File: src/hw/rtl/pkcc_pkg.sv
// ---------------------------------------------------------------------------
// pkcc_pkg
// Shared constants, codes and the pipeline item type of the position keyed
// byte cipher.
// ---------------------------------------------------------------------------
package pkcc_pkg;

	localparam int PWD_DEPTH  = 128;
	localparam int PWD_IDX_W  = $clog2(PWD_DEPTH);
	localparam int POS_W      = 32;
	localparam int BYTE_W     = 8;
	localparam int LEN_W      = 7;
	localparam int HDR_W      = 16;
	localparam int KEY_WORD_W = 64;
	localparam int KEY_WORDS  = 4;
	localparam int KEY_W      = KEY_WORD_W * KEY_WORDS;
	localparam int CFG_ADDR_W = 3;

	typedef enum logic [1:0] {
		ACT_ENCRYPT = 2'd0,
		ACT_DECRYPT = 2'd1,
		ACT_LOAD    = 2'd2
	} action_t;

	typedef enum logic [CFG_ADDR_W-1:0] {
		CFG_ENABLE   = 3'd0,
		CFG_PWD_LEN  = 3'd1,
		CFG_HDR_SIZE = 3'd2,
		CFG_KEY0     = 3'd3,
		CFG_KEY1     = 3'd4,
		CFG_KEY2     = 3'd5,
		CFG_KEY3     = 3'd6
	} cfg_idx_t;

	typedef struct packed {
		logic [1:0]        action;
		logic [POS_W-1:0]  pos;
		logic [BYTE_W-1:0] data;
		logic              last;
		logic              bypass;
	} item_t;

endpackage

File: src/hw/rtl/pkcc_pos_mod.sv
// ---------------------------------------------------------------------------
// pkcc_pos_mod
// Four-stage restoring remainder of position by password length, eight
// position bits per stage.
// ---------------------------------------------------------------------------
module pkcc_pos_mod (
	input  logic                         clk,
	input  logic                         arst_n,
	input  logic                         en,
	input  logic                         in_vld,
	input  pkcc_pkg::item_t              in_item,
	input  logic [pkcc_pkg::LEN_W-1:0]   len,
	output logic                         vld_s4,
	output pkcc_pkg::item_t              item_s4,
	output logic [pkcc_pkg::LEN_W-1:0]   pidx_s4
);

	function automatic logic [pkcc_pkg::LEN_W-1:0] mod_step8(
		input logic [pkcc_pkg::LEN_W-1:0] rem,
		input logic [7:0]                 bits,
		input logic [pkcc_pkg::LEN_W-1:0] div
	);
		logic [pkcc_pkg::LEN_W:0]   t;
		logic [pkcc_pkg::LEN_W-1:0] r;
		r = rem;
		for (int i = 7; i >= 0; i--) begin
			t = {r, bits[i]};
			if (t >= {1'b0, div})
				t = t - {1'b0, div};
			r = t[pkcc_pkg::LEN_W-1:0];
		end
		return r;
	endfunction

	logic                       vld_s1, vld_s2, vld_s3;
	pkcc_pkg::item_t            item_s1, item_s2, item_s3;
	logic [pkcc_pkg::LEN_W-1:0] rem_s1, rem_s2, rem_s3;

	always_ff @(posedge clk or negedge arst_n) begin
		if (!arst_n) begin
			vld_s1 <= 1'b0;
			vld_s2 <= 1'b0;
			vld_s3 <= 1'b0;
			vld_s4 <= 1'b0;
		end else if (en) begin
			vld_s1 <= in_vld;
			vld_s2 <= vld_s1;
			vld_s3 <= vld_s2;
			vld_s4 <= vld_s3;
		end
	end

	always_ff @(posedge clk) begin
		if (en) begin
			item_s1 <= in_item;
			rem_s1  <= mod_step8('0, in_item.pos[31:24], len);
			item_s2 <= item_s1;
			rem_s2  <= mod_step8(rem_s1, item_s1.pos[23:16], len);
			item_s3 <= item_s2;
			rem_s3  <= mod_step8(rem_s2, item_s2.pos[15:8], len);
			item_s4 <= item_s3;
			pidx_s4 <= mod_step8(rem_s3, item_s3.pos[7:0], len);
		end
	end

endmodule

File: src/hw/rtl/pkcc_pwd_mem.sv
// ---------------------------------------------------------------------------
// pkcc_pwd_mem
// Password table stage: loads write the table, cipher items read it, both
// in pipeline order.
// ---------------------------------------------------------------------------
module pkcc_pwd_mem (
	input  logic                         clk,
	input  logic                         arst_n,
	input  logic                         en,
	input  logic                         vld_s4,
	input  pkcc_pkg::item_t              item_s4,
	input  logic [pkcc_pkg::LEN_W-1:0]   pidx_s4,
	output logic                         vld_s5,
	output pkcc_pkg::item_t              item_s5,
	output logic [pkcc_pkg::BYTE_W-1:0]  pwd_s5
);

	logic [pkcc_pkg::BYTE_W-1:0] mem [pkcc_pkg::PWD_DEPTH];
	logic [pkcc_pkg::BYTE_W-1:0] rd_s5;
	logic                        oob_s5;
	logic                        wr;

	assign wr = en && vld_s4 && (item_s4.action == pkcc_pkg::ACT_LOAD) &&
		(item_s4.pos < 32'(pkcc_pkg::PWD_DEPTH));

	always_ff @(posedge clk) begin
		if (wr)
			mem[pkcc_pkg::PWD_IDX_W'(item_s4.pos)] <= item_s4.data;
	end

	always_ff @(posedge clk) begin
		if (en) begin
			rd_s5   <= mem[pkcc_pkg::PWD_IDX_W'(pidx_s4)];
			oob_s5  <= (32'(pidx_s4) >= 32'(pkcc_pkg::PWD_DEPTH));
			item_s5 <= item_s4;
		end
	end

	always_ff @(posedge clk or negedge arst_n) begin
		if (!arst_n)
			vld_s5 <= 1'b0;
		else if (en)
			vld_s5 <= vld_s4;
	end

	assign pwd_s5 = oob_s5 ? '0 : rd_s5;

endmodule

File: src/hw/rtl/pkcc_xform.sv
// ---------------------------------------------------------------------------
// pkcc_xform
// Byte transform: encrypt or decrypt with key and password bytes, or pass.
// ---------------------------------------------------------------------------
module pkcc_xform (
	input  pkcc_pkg::item_t              item,
	input  logic [pkcc_pkg::BYTE_W-1:0]  pwd,
	input  logic [pkcc_pkg::KEY_W-1:0]   key,
	output logic [pkcc_pkg::BYTE_W-1:0]  data_out
);

	function automatic logic [7:0] rotl8(input logic [7:0] x, input logic [2:0] n);
		logic [15:0] w;
		w = {x, x} << n;
		return w[15:8];
	endfunction

	function automatic logic [7:0] rotr8(input logic [7:0] x, input logic [2:0] n);
		logic [15:0] w;
		w = {x, x} >> n;
		return w[7:0];
	endfunction

	logic [7:0] k;
	logic [7:0] enc, dec;

	assign k = key[{item.pos[4:0], 3'b000} +: 8];

	always_comb begin
		enc = item.data ^ k;
		enc = rotl8(enc, pwd[2:0]);
		enc = enc ^ pwd;
		if (pwd[0])
			enc = rotl8(enc, 3'd2);
		if (k[0])
			enc = ~enc;

		dec = item.data;
		if (k[0])
			dec = ~dec;
		if (pwd[0])
			dec = rotr8(dec, 3'd2);
		dec = dec ^ pwd;
		dec = rotr8(dec, pwd[2:0]);
		dec = dec ^ k;
	end

	always_comb begin
		if (item.bypass)
			data_out = item.data;
		else if (item.action == pkcc_pkg::ACT_DECRYPT)
			data_out = dec;
		else
			data_out = enc;
	end

endmodule

File: src/hw/rtl/position_keyed_byte_cipher_core.sv
// ---------------------------------------------------------------------------
// position_keyed_byte_cipher_core
// Per-byte cipher keyed by file position, with password table and key.
// ---------------------------------------------------------------------------
// Takes one request per cycle while the output buffer is not full. Each accepted
// request passes down the pipe: four stages work out position modulo password
// length, one stage reads the password table, and the transform lands in a
// two-entry output buffer that feeds the master side. Password loads travel the
// same pipe and write the table in order with the reads; they and action 3
// give no result. Configuration must only be written while the pipe is empty.
module position_keyed_byte_cipher_core (
	input  logic                               clk,
	input  logic                               arst_n,
	input  logic                               cfg_we,
	input  logic [pkcc_pkg::CFG_ADDR_W-1:0]    cfg_addr,
	input  logic [pkcc_pkg::KEY_WORD_W-1:0]    cfg_wdata,
	input  logic                               s_tvalid,
	output logic                               s_tready,
	input  logic [39:0]                        s_tdata,  // position[31:0], data_in[39:32]
	input  logic [1:0]                         s_tuser,  // action[1:0]
	input  logic                               s_tlast,
	output logic                               m_tvalid,
	input  logic                               m_tready,
	output logic [7:0]                         m_tdata,  // data_out[7:0]
	output logic                               m_tlast
);

	logic                                            enable_q;
	logic [pkcc_pkg::LEN_W-1:0]                      pwd_len_q;
	logic [pkcc_pkg::HDR_W-1:0]                      hdr_size_q;
	logic [pkcc_pkg::KEY_WORDS-1:0][pkcc_pkg::KEY_WORD_W-1:0] key_q;

	always_ff @(posedge clk or negedge arst_n) begin
		if (!arst_n) begin
			enable_q   <= 1'b0;
			pwd_len_q  <= pkcc_pkg::LEN_W'(1);
			hdr_size_q <= '0;
			key_q      <= '0;
		end else if (cfg_we) begin
			unique case (cfg_addr)
				pkcc_pkg::CFG_ENABLE:   enable_q   <= cfg_wdata[0];
				pkcc_pkg::CFG_PWD_LEN:  pwd_len_q  <= cfg_wdata[pkcc_pkg::LEN_W-1:0];
				pkcc_pkg::CFG_HDR_SIZE: hdr_size_q <= cfg_wdata[pkcc_pkg::HDR_W-1:0];
				pkcc_pkg::CFG_KEY0:     key_q[0]   <= cfg_wdata;
				pkcc_pkg::CFG_KEY1:     key_q[1]   <= cfg_wdata;
				pkcc_pkg::CFG_KEY2:     key_q[2]   <= cfg_wdata;
				pkcc_pkg::CFG_KEY3:     key_q[3]   <= cfg_wdata;
				default: ;
			endcase
		end
	end

	logic                        en;
	logic [1:0]                  cnt_q;
	logic [pkcc_pkg::LEN_W-1:0]  len_eff;
	pkcc_pkg::item_t             in_item;

	assign en       = (cnt_q != 2'd2);
	assign s_tready = en;
	assign len_eff  = (pwd_len_q == '0) ? pkcc_pkg::LEN_W'(1) : pwd_len_q;

	always_comb begin
		in_item.action = s_tuser;
		in_item.pos    = s_tdata[31:0];
		in_item.data   = s_tdata[39:32];
		in_item.last   = s_tlast;
		in_item.bypass = !enable_q || (s_tdata[31:0] < 32'(hdr_size_q));
	end

	logic                         vld_s4, vld_s5;
	pkcc_pkg::item_t              item_s4, item_s5;
	logic [pkcc_pkg::LEN_W-1:0]   pidx_s4;
	logic [pkcc_pkg::BYTE_W-1:0]  pwd_s5;
	logic [pkcc_pkg::BYTE_W-1:0]  xf_data;

	pkcc_pos_mod u_pos_mod (
		.clk     (clk),
		.arst_n  (arst_n),
		.en      (en),
		.in_vld  (s_tvalid),
		.in_item (in_item),
		.len     (len_eff),
		.vld_s4  (vld_s4),
		.item_s4 (item_s4),
		.pidx_s4 (pidx_s4)
	);

	pkcc_pwd_mem u_pwd_mem (
		.clk     (clk),
		.arst_n  (arst_n),
		.en      (en),
		.vld_s4  (vld_s4),
		.item_s4 (item_s4),
		.pidx_s4 (pidx_s4),
		.vld_s5  (vld_s5),
		.item_s5 (item_s5),
		.pwd_s5  (pwd_s5)
	);

	pkcc_xform u_xform (
		.item     (item_s5),
		.pwd      (pwd_s5),
		.key      (key_q),
		.data_out (xf_data)
	);

	// two-entry output buffer
	logic       push, pop;
	logic [8:0] head_q, skid_q;

	assign push = en && vld_s5 && ((item_s5.action == pkcc_pkg::ACT_ENCRYPT) ||
		(item_s5.action == pkcc_pkg::ACT_DECRYPT));
	assign pop  = m_tvalid && m_tready;

	always_ff @(posedge clk or negedge arst_n) begin
		if (!arst_n)
			cnt_q <= 2'd0;
		else if (push && !pop)
			cnt_q <= cnt_q + 2'd1;
		else if (pop && !push)
			cnt_q <= cnt_q - 2'd1;
	end

	always_ff @(posedge clk) begin
		if (push && (cnt_q == 2'd0 || (cnt_q == 2'd1 && pop)))
			head_q <= {item_s5.last, xf_data};
		else if (pop && cnt_q == 2'd2)
			head_q <= skid_q;
		if (push && cnt_q == 2'd1 && !pop)
			skid_q <= {item_s5.last, xf_data};
	end

	assign m_tvalid = (cnt_q != 2'd0);
	assign m_tdata  = head_q[7:0];
	assign m_tlast  = head_q[8];

endmodule

File: config.mk
export PLATFORM = sky130hd
export DESIGN_NAME = position_keyed_byte_cipher_core
export DESIGN_NICKNAME = d
export VERILOG_FILES = /design/src/hw/rtl/pkcc_pkg.sv /design/src/hw/rtl/pkcc_pos_mod.sv /design/src/hw/rtl/pkcc_pwd_mem.sv /design/src/hw/rtl/pkcc_xform.sv /design/src/hw/rtl/position_keyed_byte_cipher_core.sv
export SDC_FILE = /design/constraint.sdc
export NUM_CORES = 2
export LEC_CHECK = 0
export BUFFER_PORTS_ARGS = -buffer_cell sky130_fd_sc_hd__buf_4
export CAP_MARGIN = 20
export CELL_PAD_IN_SITES_DETAIL_PLACEMENT = 1
export CELL_PAD_IN_SITES_GLOBAL_PLACEMENT = 2
export CORE_UTILIZATION = 50
export DETAILED_ROUTE_END_ITERATION = 7
export PLACE_DENSITY_LB_ADDON = 0.08
export SYNTH_ARGS = -nofsm -noshare
export SYNTH_HDL_FRONTEND = slang
export SYNTH_SLANG_ARGS = --single-unit
File: constraint.sdc
create_clock -name clk -period 49.6 [get_ports clk]
set_clock_uncertainty 0.2 [all_clocks]
set_input_delay 2.48 -clock clk [delete_from_list [all_inputs] [get_ports clk]]
set_output_delay 2.48 -clock clk [all_outputs]
set_load 0.02 [all_outputs]
=== Word level (Yosys, flattened, before mapping) ===
Memory sizes are Yosys's and may differ from the RTL's. A register that Yosys moved wholly into a read port is not among the register bits.
Index checks and enable logic that the tools add are counted.
Widths: inputs -> output; s select.

* Bits in registers: 526
* Bits in writable memories: 1024
* Input bits: 115
* Output and inout port bits: 11
* Memories: 1

* $add $sub $neg: 34
* $lt $le $gt $ge: 34
* Equality and inequality tests: 11
* Shift-type cells: 3
* Mux-type cells: 73
* Bitwise operators: 6
* Reductions and logical operators: 33

{| class="wikitable"
|+ Memories
! name !! depth !! width !! rd ports !! clocked after Yosys merged registers in !! wr ports !! line !! text
|-
| u_pwd_mem.mem || 128 || 8 || 1 || 1 || 1 || pkcc_pwd_mem.sv:18 || <nowiki>logic [pkcc_pkg::BYTE_W-1:0] mem [pkcc_pkg::PWD_DEPTH];</nowiki>
|}

{| class="wikitable"
|+ Operator list
! cell !! count
|-
| $mux 7 || 61
|-
| $shiftx 256x9->8 || 1
|-
| $ge 8x7->1 || 31
|-
| $sub 7x7->7 || 31
|-
| $mux 8 || 6
|-
| $lt 32x16->1 || 1
|-
| $lt 32x8->1 const B || 1
|-
| $xor 8x8->8 || 4
|-
| $mux 9 || 2
|-
| $not 8->8 || 2
|-
| $shl 16x3->16 || 1
|-
| $shr 16x3->8 || 1
|-
| $reduce_and 2->1 || 7
|-
| $logic_and 1x1->1 || 13
|-
| $eq 3x3->1 const B || 3
|-
| $ge 1x7->1 || 1
|-
| $logic_not 7->1 || 1
|-
| $sub 1x7->7 || 1
|-
| $eq 3x2->1 const B || 2
|-
| $reduce_bool 2->1 || 3
|-
| $eq 2x1->1 const B || 2
|-
| $eq 2x2->1 const B || 2
|-
| $logic_not 2->1 || 2
|-
| $mux 2 || 2
|-
| 8 further kinds || 13
|}

=== Logic depth before layout (Yosys ltp) ===
* Depth after elaboration: 25
* Mapped depth: 88

=== Cells and area by module ===
Synthesis repeated with hierarchy kept, for this count alone.

* Cell total of the unflattened synthesis: 4677
* Area, all modules: 75205.9 um^2

{| class="wikitable"
|+ Modules (own cells, without submodules)
! module !! instances !! cells each !! area each (um^2)
|-
| pkcc_pwd_mem || 1 || 1680 || 41124.4
|-
| pkcc_pos_mod || 1 || 1844 || 18602.8
|-
| position_keyed_byte_cipher_core || 1 || 729 || 11666.2
|-
| pkcc_xform || 1 || 424 || 3812.4
|}

=== Least setup slack after synthesis ===
Ideal clock, no wire load.

* Kind: reg2reg
* Start: register pwd_len_q[3] in the netlist's numbering
* End: register u_pos_mod.rem_s2[1] in the netlist's numbering (data pin)
* Library setup time: 0.262 ns
* Arrival time: 16.786 ns
* Setup slack: 32.352 ns
* Cell stages (with the launch flop): 70
* Clock period less this slack: 17.248 ns
* Cell sequence: dfrtp_1 > nor4_1 > and2_1 > or2_2 > ha_1 > inv_1 > fa_1 > a211oi_1 > o21a_1 > o21a_2 > mux2_2 > ha_1 > nor2b_1 > a311o_1 > a221oi_2 > o211ai_2 > buf_2 > mux2i_1 > [... 34 more ...] > ha_1 > inv_1 > o21bai_1 > a21o_1 > a21oi_1 > o21ai_0 > a221o_1 > nor3b_4 > o21ai_0 > fa_1 > a21o_1 > a21oi_1 > o21bai_1 > a21oi_1 > o21ai_0 > a221oi_1 > o21ai_2 > mux2_1

* Word-level cells in the longest chain between the ends: 25
* Elaborated cells between the ends (all ways): 33
* Classes of those cells: add/sub (8); order compare (8); mux (16); reduce/logical (1)

{| class="wikitable"
|+ RTL lines
! what !! line !! text
|-
| from (decl) || position_keyed_byte_cipher_core.sv:29 || <nowiki>logic [pkcc_pkg::LEN_W-1:0] pwd_len_q;</nowiki>
|-
| from (signal assigned) || position_keyed_byte_cipher_core.sv:36 || <nowiki>pwd_len_q <= pkcc_pkg::LEN_W'(1);</nowiki>
|-
| from (signal assigned) || position_keyed_byte_cipher_core.sv:42 || <nowiki>pkcc_pkg::CFG_PWD_LEN: pwd_len_q <= cfg_wdata[pkcc_pkg::LEN_W-1:0];</nowiki>
|-
| $logic_not 7->1 || position_keyed_byte_cipher_core.sv:60 || <nowiki>assign len_eff = (pwd_len_q == '0) ? pkcc_pkg::LEN_W'(1) : pwd_len_q;</nowiki>
|-
| $mux 7 * || position_keyed_byte_cipher_core.sv:60 ||
|-
| $sub 7x7->7 / $ge 8x7->1 (equally long branches) || pkcc_pos_mod.sv:29, pkcc_pos_mod.sv:28 ||
|-
| $mux 7 || pkcc_pos_mod.sv:28 || <nowiki>if (t >= {1'b0, div})</nowiki>
|-
| $mux 7 || pkcc_pos_mod.sv:54 || <nowiki>if (en) begin</nowiki>
|-
| $sub 7x7->7 / $ge 8x7->1 (equally long branches) || pkcc_pos_mod.sv:29, pkcc_pos_mod.sv:28 ||
|-
| $mux 7 || pkcc_pos_mod.sv:28 ||
|-
| $mux 7 || pkcc_pos_mod.sv:54 ||
|-
| [... 9 more ...] || n/a ||
|-
| $sub 7x7->7 / $ge 8x7->1 (equally long branches) || pkcc_pos_mod.sv:29, pkcc_pos_mod.sv:28 ||
|-
| $mux 7 || pkcc_pos_mod.sv:28 ||
|-
| $mux 7 || pkcc_pos_mod.sv:54 ||
|-
| $ge 8x7->1 / $sub 7x7->7 (equally long branches) || pkcc_pos_mod.sv:28, pkcc_pos_mod.sv:29 ||
|-
| $mux 7 || pkcc_pos_mod.sv:28 ||
|-
| $mux 7 || pkcc_pos_mod.sv:54 ||
|-
| $sub 7x7->7 / $ge 8x7->1 (equally long branches) || pkcc_pos_mod.sv:29, pkcc_pos_mod.sv:28 ||
|-
| $mux 7 * || pkcc_pos_mod.sv:28 ||
|-
| to (signal assigned) || pkcc_pos_mod.sv:58 || <nowiki>rem_s2 <= mod_step8(rem_s1, item_s1.pos[23:16], len);</nowiki>
|-
| to (decl) || pkcc_pos_mod.sv:37 || <nowiki>logic [pkcc_pkg::LEN_W-1:0] rem_s1, rem_s2, rem_s3;</nowiki>
|}

Mark *: on every way between the ends. The rest lies on a longest branch, timed or not. The select of a mux whose other input is x is not followed.
A chain may end at the register's enable or synchronous reset.

=== Final worst setup path ===
* Start: register pwd_len_q[3] in the netlist's numbering
* End: register u_pos_mod.rem_s2[5] in the netlist's numbering (data pin)

Same word-level chain as after synthesis.

==> flow_metrics.env <==
export IMPL_status="finished clean"
export IMPL_synth_seq_area_share_pct=61.7
export IMPL_n_fill_cell=13300
export IMPL_port_buffer_count=125
export IMPL_grt_overflow_total=0
export IMPL_path_class="reg -> reg"
export IMPL_holdBufCountCts=0
export IMPL_final_area_sq_um=82000
export IMPL_async_reset_ff_share_pct=18.4
export IMPL_hpwlAfterDp_um=121000
export IMPL_die_w_um=385
export IMPL_postSynthCellCount=4452
export IMPL_cts_root_buf="clkbuf_16"
export IMPL_finalHoldViolCount=0
export IMPL_dominantRegCellSynth="edfxtp_1"
export IMPL_grt_setup_unrepaired="no"
export IMPL_cp_max_fo=15
export IMPL_finalSetupViolCount=0
export IMPL_first_iter_violations=2677
export IMPL_via_count=40600
export IMPL_crit_family="compound AO/OA/AOI/OAI gates"
export IMPL_max_slew_worst_pin_slew_ns=1.08
export IMPL_grt_pass1_vias=43300
export IMPL_drv_slew=0
export IMPL_clock_sinks=1558
export IMPL_arrival_ns=21.52
export IMPL_rows=140
export IMPL_yosys_warnings=0
export IMPL_syn_nets=4836
export IMPL_drive_gt1_share_pct=26.2
export IMPL_first_pass_iters=5
export IMPL_routed_via_density=6.07
export IMPL_layout_common_cells="1,271 x edfxtp_1, 422 x mux4_2, 344 x mux2_2"
export IMPL_crit_required_ns=49.87
export IMPL_critPathSlowestCell="a2111oi_2"
export IMPL_postCtsSetupBuffers=0
export IMPL_synth_largest_area_cell="edfxtp_1"
export IMPL_num_nets_final=5025
export IMPL_routabilityCongestion=0.832
export IMPL_wire_per_inst_um=27.8
export IMPL_setup_tns_final_ns=0
export IMPL_cts_tree="built"
export IMPL_die_area_sq_um=149000
export IMPL_core_region_area_sq_um=146000
export IMPL_finalWirelength_um=186000
export IMPL_finalCriticalPeriod_ns=21.25
export IMPL_cts_resized_gates=0
export IMPL_path_clk_slew_ns=0.06
export IMPL_final_common_cell="edfxtp_1"
export IMPL_start_util_pct=50.4
export IMPL_detail_route_antenna_nets=0
export IMPL_yosysTopAreaCellShare_pct=51.9
export IMPL_antenna_found_initial=4
export IMPL_crit_top_cell="o21ai_0"
export IMPL_ios=126
export IMPL_drc_errors=0
export IMPL_ys_types=103
export IMPL_numCtsBuffers=163
export IMPL_critPathLaunchType="flop"
export IMPL_grt_total_usage_pct=25.4
export IMPL_postPlaceCellArea_sq_um=76700
export IMPL_clk_latency_ns=0.78
export IMPL_die_h_um=385
export IMPL_critPathMaxStageDelay_ns=0.81
export IMPL_cts_buffer_depth=3
export IMPL_grt_pass1_wl_um=279000
export IMPL_grt_max_degree=131
export IMPL_period_share_pct=42.8
export IMPL_htree_levels=4
export IMPL_syn_to_final_growth_pct=11.5
export IMPL_maxSlewHeadroom_pct=27.9
export IMPL_yosys_register_bits=1558
export IMPL_synth_edff_count=1271
export IMPL_fmax_mhz=47.1
export IMPL_max_cap_violations=0
export IMPL_cp_end_kind="flop"
export IMPL_path_buf_inv=3
export IMPL_syn_mean_instance_area_sq_um=16.5
export IMPL_synth_area_leaders="edfxtp_1 52%, mux4_2 13%, dfrtp_1 9.7%, mux2_2 5.3%, ha_1 4.1%"
export IMPL_hold_path_class="reg -> reg"
export IMPL_syn_area_sq_um=73500
## kinds of logic after synthesis
kind of cell / count (synthesis) / share of synthesized area (%)
AOI/OAI and AO/OA: 564 / 5.23
xor gates and xnor gates: 153 / 1.82
adders and majority gates: 269 / 4.90
buffers and inverters: 336 / 1.86
DFF: 1558 / 61.7
muxes: 878 / 19.8
and+or+nand+nor: 694 / 4.68
## per-stage QoR
stage	utilization, %	std cells	setup WS [ns]	hold WS (ns)
after floorplan	-	4452	32.35	0.200
after global placement	52.6	6387	28.49	0.201
after detailed placement	52.6	6389	28.41	0.205
after CTS	56.2	6689	28.24	0.198
after global routing	56.3	6693	26.41	0.212
final	56.3	6694	28.35	0.191
## worst paths after layout
path / from / endpoint / slack, ns / depth (start not counted)
max: pwd_len_q[3] / u_pos_mod.rem_s2[5] / 28.35 / 68
min: u_pos_mod.item_s3[27] / u_pos_mod.item_s4[27] / 0.19 / 0
max reg2reg: pwd_len_q[3] / u_pos_mod.rem_s2[5] / 28.35 / 68
min reg2reg: u_pos_mod.item_s3[27] / u_pos_mod.item_s4[27] / 0.19 / 0
max in group asynchronous: arst_n / pwd_len_q[1] / 45.46 / 3
min in group asynchronous: arst_n / cnt_q[0] / 1.48 / 1
## flip-flops by register name, indices dropped and copies added, names as in the netlist, 8 cells and up
register and flops:
skid_q 9, head_q 9, u_pos_mod.item_s1 44, u_pwd_mem.item_s5 17, u_pwd_mem.mem 1024, u_pos_mod.item_s2 44, key_q 256, u_pos_mod.item_s4 44
u_pos_mod.item_s3 44, hdr_size_q 16, u_pwd_mem.rd_s5 8
## metal layers
layer  GRT usage, %  vias up  share of wire (%)
met5              0        -              0.022
met4           6.87        6                2.5
met3           3.97      262                5.0
met2           41.9     1036                 49
met1           35.3    21300                 43
li1               -    18000                  -
## area by class of cell
cell class,count,area (sq um),area share [%]
repair buffers,190,1550,1.89
well taps,1917,2400,2.93
multi-input cells,2558,26800,32.7
clock inverters,88,833,1.02
diodes,1,2.50,0.00305
inverters,170,646,0.788
clock buffers,212,4390,5.35
flip-flops and latches,1558,45400,55.3
## cells in the mapped netlist, types with 13 or more instances
cell type and count:
nand4_1 31, a211oi_1 19, a21oi_1 102, o211ai_1 25, nor3b_1 18, o21ai_0 144
nor4_1 13, nand2b_1 34, mux2_2 344, ha_1 238, and3_1 13, inv_1 169
nand3_1 28, xor2_1 54, nor2b_1 70, fa_1 31, nand2_1 144, mux2i_1 90
clkbuf_1 105, buf_6 13, nor3_1 43, mux4_2 422, nor2_1 236, buf_1 41
a21o_1 64, xnor2_1 99, o21a_1 35, dfrtp_1 286, edfxtp_1 1271
## worst register-to-register path: cells and delay by family (launching register included)
kind,cells,cell delay [ns]
flops,1,0.40
buf+inv,3,0.44
fa+ha+maj,9,3.19
compound gates,41,11.64
mux,6,2.66
simple gates,9,2.43
Power is not shown: default switching activity piles up to over one toggle a cycle in this logic, so the estimate is an artifact.
